## config.mk

```make
export PLATFORM = sky130hd
export DESIGN_NAME = ler_ctrl
export DESIGN_NICKNAME = d
export VERILOG_FILES = /design/src/ler_pkg.sv /design/src/ler_ctrl.sv
export SDC_FILE = /design/constraint.sdc
export NUM_CORES = 1
export LEC_CHECK = 0
export BUFFER_PORTS_ARGS = -buffer_cell sky130_fd_sc_hd__buf_2
export CAP_MARGIN = 25
export CORE_AREA = 2 2 39 41
export CTS_CLUSTER_DIAMETER = 80
export DETAILED_ROUTE_END_ITERATION = 10
export DIE_AREA = 0 0 41 43
export GPL_TIMING_DRIVEN = 0
export SYNTH_ARGS = -nofsm -noshare
export SYNTH_HDL_FRONTEND = slang
export SYNTH_SLANG_ARGS = --single-unit
```

## constraint.sdc

```tcl
create_clock -name clock -period 1.1 [get_ports clock]
set_clock_uncertainty 0.2 [all_clocks]
set_input_delay 0.11 -clock clock [delete_from_list [all_inputs] [get_ports clock]]
set_output_delay 0.11 -clock clock [all_outputs]
set_load 0.01 [all_outputs]
```

## src/ler_pkg.sv

```systemverilog
// Package for the line-editing ring buffer: character codes, item modes,
// controller states and the controller-to-datapath command bundle. No dependencies.
package ler_pkg;

   localparam int STORE_DEPTH_DEFAULT = 4096;
   localparam int MAX_LINE_DEFAULT    = 80 * (24 - 1);

   localparam logic [7:0] CH_BACKSPACE = 8'd8;
   localparam logic [7:0] CH_NEWLINE   = 8'd10;
   localparam logic [7:0] CH_RETURN    = 8'd13;

   typedef enum logic [1:0] {
      MODE_KEY     = 2'd0,
      MODE_REQUEST = 2'd1,
      MODE_PULL    = 2'd2
   } mode_type;

   typedef enum logic [1:0] {
      ST_IDLE,
      ST_EXEC,
      ST_HOLD
   } ctrl_state_type;

   typedef struct packed {
      logic capture;
      logic execute;
   } ctrl_cmd_type;

endpackage

```

## src/ler_ctrl.sv

```systemverilog
// Controller for the line-editing ring buffer: accept, execute, hold result beat.
// Depends on ler_pkg.
module ler_ctrl (
   input  logic                  clock,
   input  logic                  reset,
   input  logic                  req_valid,
   input  logic                  rsp_ready,
   output logic                  req_ready,
   output logic                  rsp_valid,
   output ler_pkg::ctrl_cmd_type cmd
);
   import ler_pkg::*;

   ctrl_state_type state_ff;
   ctrl_state_type state_in;

   always_ff @(posedge clock) begin
      if (reset) begin
         state_ff <= ST_IDLE;
      end else begin
         state_ff <= state_in;
      end
   end

   always_comb begin
      state_in = state_ff;
      unique case (state_ff)
         ST_IDLE: begin
            if (req_valid) begin
               state_in = ST_EXEC;
            end
         end
         ST_EXEC: begin
            state_in = ST_HOLD;
         end
         ST_HOLD: begin
            if (rsp_ready) begin
               state_in = req_valid ? ST_EXEC : ST_IDLE;
            end
         end
         default: begin
            state_in = ST_IDLE;
         end
      endcase
   end

   always_comb begin
      req_ready   = (state_ff == ST_IDLE) || ((state_ff == ST_HOLD) && rsp_ready);
      rsp_valid   = (state_ff == ST_HOLD);
      cmd.capture = req_valid && req_ready;
      cmd.execute = (state_ff == ST_EXEC);
   end

endmodule

```

# == Word level (Yosys, flattened, before mapping) ==
# Cells that the tools add are included.
# totals
input_bits,4
elab_cells,14
regBits,2
output_inout_bits,4
# op_classes
n_eq_ne,4
mux,4
n_reduce_logical,5
# ops
op,count
2-bit one-hot mux with 3 select lines,1
2-bit 2-to-1 mux,2
"2-bit inequality test, second input constant",2
"2-bit by 1-bit equality test with 1-bit output, second input constant",1
"2-bit equality test, second input constant",1
1-bit logical AND,2
2-bit zero test,1
2-bit AND reduction,1
1-bit logical OR,1
1-bit 2-to-1 mux,1

# == Logic depth before layout (Yosys ltp) ==
# logic_depth
word_depth,4
ltp_mapped,2

# == Worst setup path before layout ==
# No wires, ideal clock.
# synth_timing
path_kind,register to output
start,reg state_ff[1]
end,out cmd[1] (netlist bit)
stages_incl_launch_ff,3
path_slack_ns,0.023
n_path_buf,0
arrival_ns,0.767
cell_sequence,dfxtp_1 nor2b_1 nor3b_1
# synth_lines
element,line,text
from (decl),ler_ctrl.sv:14,ctrl_state_type state_ff;
from (signal assigned),ler_ctrl.sv:21,state_ff <= state_in;
to (decl),ler_ctrl.sv:10,output ler_pkg::ctrl_cmd_type cmd

==> impl_summary.log <==
INFO  metric outcome = finished with violations
INFO  metric violations = setup timing
INFO  metric synth-edff-count = 0
INFO  metric drc = 0
INFO  metric synth_flop_cell = sky130_fd_sc_hd__dfxtp_1
INFO  metric maxClockFrequency = 0.7871 GHz
INFO  metric startpoint_type = register
INFO  metric synth.lib_cells_used.distinct = 9
INFO  metric firstDrtPassIters = 2
INFO  metric wl_per_cell = 8.143 µm
INFO  metric yosys-top-cells-area = sky130_fd_sc_hd__dfxtp_1 36%, sky130_fd_sc_hd__nor4b_2 13%, sky130_fd_sc_hd__nor2b_1 11%
INFO  metric number_of_diodes_added_for_antenna_fixing = 0
INFO  metric area_delta_synth_final = 124.4%
INFO  metric worst_ep_required_time = 0.79 ns
INFO  metric cp.arrival = between 0.9 and 1 ns
INFO  metric synth_xor_area_frac = 0
INFO  metric design.die.area = 1763 µm²
INFO  metric drv.max_cap_violation_count = 0
INFO  metric die-width = approximately 41 µm
INFO  metric grt_start_max_net_pins = 5
INFO  metric fin_ws = -0.1705 ns
INFO  metric internal_dissipation = between 0.0002 and 0.00025 W
INFO  metric synth.top_cells.by_count = 2 x sky130_fd_sc_hd__dfxtp_1, 2 x sky130_fd_sc_hd__nor2_1, 2 x sky130_fd_sc_hd__nor2b_1
INFO  metric largest_register_ffs = 2
INFO  metric antenna_found_initial = 0
INFO  metric placementRows = 14
INFO  metric non_filler_cell_area_final = around 250 µm²
INFO  metric place_ws = -0.04489 ns
INFO  metric global_route.usage.total = 0.04905
INFO  metric numCtsBuffers = 3
INFO  metric synthesis.nets = 16
INFO  metric synth.ff_latch_count = 2
INFO  metric synth-seq-area-share = 0.3556
INFO  metric top_regs = state_ff (2)
INFO  metric final_hold_viol_count = 0
INFO  metric synthAdderAreaFrac = 0
INFO  metric synth_area_per_cell = around 9.4 µm²
INFO  metric regToRegSetupSlack = 0.05 ns
INFO  metric cts.reportedPaths.clkPinSlew = ~0.030 ns
INFO  metric totalNegativeSetupSlack = -0.4802 ns
INFO  metric reg_power_frac = 0.265
INFO  metric cts_tree = built
INFO  metric core = between 1000 and 1500 µm²
INFO  metric dieHeight = 43 µm
INFO  metric crit_path_end_kind = primary output
INFO  metric n_fill_cell = 159
INFO  metric fraction_of_registers_with_async_set_reset = 0
INFO  metric synth_cells = 12
INFO  metric power.share.combinational = 0.204
INFO  metric report.final.setup_viol = 4
INFO  metric io_buffer_count = 7
INFO  metric clockRootBuffer = sky130_fd_sc_hd__clkbuf_4
INFO  metric rsz_0062_raised_after_global_routing = true
INFO  metric static-leakage-power = approximately 0.12 nW
INFO  metric powerDensity = roughly 1200 nW/µm²
INFO  metric holdCritPathClass = in2reg
INFO  metric floorplan.initialDensity = 0.08137
INFO  metric finalCritPeriodShare = 1.155
INFO  metric main_combinational_cell_family_by_area_after_synthesis = simple AND/OR/NAND/NOR gates
INFO  metric grt_pass1_wl = just under 500 µm
INFO  metric power.switching = around 0.000073 W
INFO  metric irDropWorstVdd = about 0.14 mV
INFO  metric floorplan.io_pins = 8
INFO  metric critPathKind = reg2out
INFO  metric place.gp.congestion = roughly 0.55
INFO  metric highest_delay_cell_along_the_critical_path = sky130_fd_sc_hd__dfxtp_2
INFO  metric period_minus_slack = between 1 and 1.5 ns
INFO  metric sink_count = 2
INFO  metric finalWirelength = ~340 µm
INFO  metric post_dp_cell_area = between 150 and 200 µm²
INFO  metric cp_max_fo = 3
INFO  metric relative_slew_slack = 0.8868
INFO  metric grt_pass1_vias = approximately 150
INFO  metric synth_compound_area_frac = 0.07778
INFO  metric power.clock.fraction = 0.532
INFO  metric slowest_delay = 0.31 ns
INFO  metric count_of_synthesis_stage_warnings_from_yosys = 0
INFO  metric drtAntennaViolNets = 0
INFO  metric synth.largest_area_cell = sky130_fd_sc_hd__dfxtp_1
INFO  metric synthSimpleGateAreaFrac = 0.4667
INFO  metric num-nets-final = 32
INFO  metric global_route.overflow_total = 0
INFO  metric cts_htree_levels = 1
INFO  metric timing_worst_slew_pin_value = approximately 0.17 ns
INFO  metric drv_slew = 0
INFO  metric registers.top_by_ff_count = state_ff
INFO  metric routed-via-count = roughly 130
INFO  metric synthDominantCellAreaShare = 0.3556
INFO  metric vias_per_cell = about 3.1
INFO  metric fraction_of_final_layout_cells_with_drive_strength_greater_than_1 = 0.7308
INFO  metric switching_share = 0.2334
INFO  metric worst_skew_pair.late_latency = around 0.23 ns
INFO  metric bufs_on_longest_clock_path = 2
INFO  metric mux_cell_area_share_after_synthesis = 0
INFO  metric crit_path_cell_trace = nor2b_4 -> nor3b_2 -> buf_2
INFO  metric hold-worst-slack = around 0.13 ns
INFO  metric drt_iter0_drc = 1
INFO  metric syn_area = ~110 µm²
## path summary, 6_finish.rpt
kind | endpoint | depth (start not counted) | startpoint
max | cmd[1] | 3 | state_ff[1]
min | state_ff[0] | 4 | rsp_ready
max reg2reg | state_ff[0] | 3 | state_ff[1]
min reg2reg | state_ff[0] | 2 | state_ff[0]
## cell type report
cell class                 instances  area (µm²)  area share
multi-input combinational          8       73.82      0.2921
timing repair buffer              12       87.58      0.3465
inverter                           1       3.754     0.01485
clock buffer                       3       22.52     0.08911
sequential                         2       45.04      0.1782
tap                               16       20.02     0.07921
## worst max-delay path, delay by kind of cell (launching register included)
| kind | cells | cell delay (ns) |
|---|---|---|
| and+or+nand+nor | 2 | 0.27 |
| DFF | 1 | 0.31 |
| buffers and inverters | 1 | 0.15 |
## power by group through the flow
stage	registers (W)	logic [W]	clock network, W
after floorplan	0.0000822	0.0000265	0
after global placement	0.0000831	0.0000434	0
after detailed placement	0.0000832	0.0000434	0
after CTS	0.0000814	0.0000636	0.000181
after global routing	0.0000823	0.0000689	0.000188
final	0.0000823	0.0000633	0.000165
## placed cells by master, fill, tap and decap left out
master,count
sky130_fd_sc_hd__buf_2,6
sky130_fd_sc_hd__clkbuf_4,3
sky130_fd_sc_hd__nor2_1,2
sky130_fd_sc_hd__dlygate4sd3_1,2
sky130_fd_sc_hd__buf_6,2
sky130_fd_sc_hd__buf_4,2
sky130_fd_sc_hd__and2b_4,1
sky130_fd_sc_hd__nor2b_1,1
sky130_fd_sc_hd__nor2b_4,1
sky130_fd_sc_hd__nor3b_2,1
sky130_fd_sc_hd__inv_1,1
sky130_fd_sc_hd__a22o_1,1
sky130_fd_sc_hd__nor4b_2,1
sky130_fd_sc_hd__dfxtp_4,1
sky130_fd_sc_hd__dfxtp_2,1
## stage by stage
stage | cells | power [W] | util
2_1_floorplan | 12 | 0.0001087 | -
3_3_place_gp | 35 | 0.0001264 | 0.1212
3_5_place_dp | 35 | 0.0001267 | 0.1212
4_1_cts | 42 | 0.0003258 | 0.1826
5_1_grt | 42 | 0.0003397 | 0.1826
6_report | 42 | 0.0003107 | 0.1826
## repair_timing
item | in CTS | in global routing
buffers inserted | 3 | 0
hold buffers | 2 | 0
setup endpoints to repair | 4 | 4
pin swaps | 1 | 1
gates resized for setup | 8 | 0
endpoints found under the hold margin | 2 | 0
## routing by layer
| layer | vias up | global-route usage | part of all wire |
|---|---|---|---|
| met4 | 0 | 0.08000 | 0 |
| met5 | - | 0 | 0 |
| met2 | 5 | 0.07188 | 0.61 |
| met1 | 59 | 0.02548 | 0.34 |
| li1 | 68 | - | - |
| met3 | 0 | 0.03141 | 0.047 |
## cells by family after synthesis
logic type / Yosys count
AOI/OAI and AO/OA: 1
DFF: 2
and+or+nand+nor: 7
buffers and inverters: 2
(Power assumes the default switching activity.)
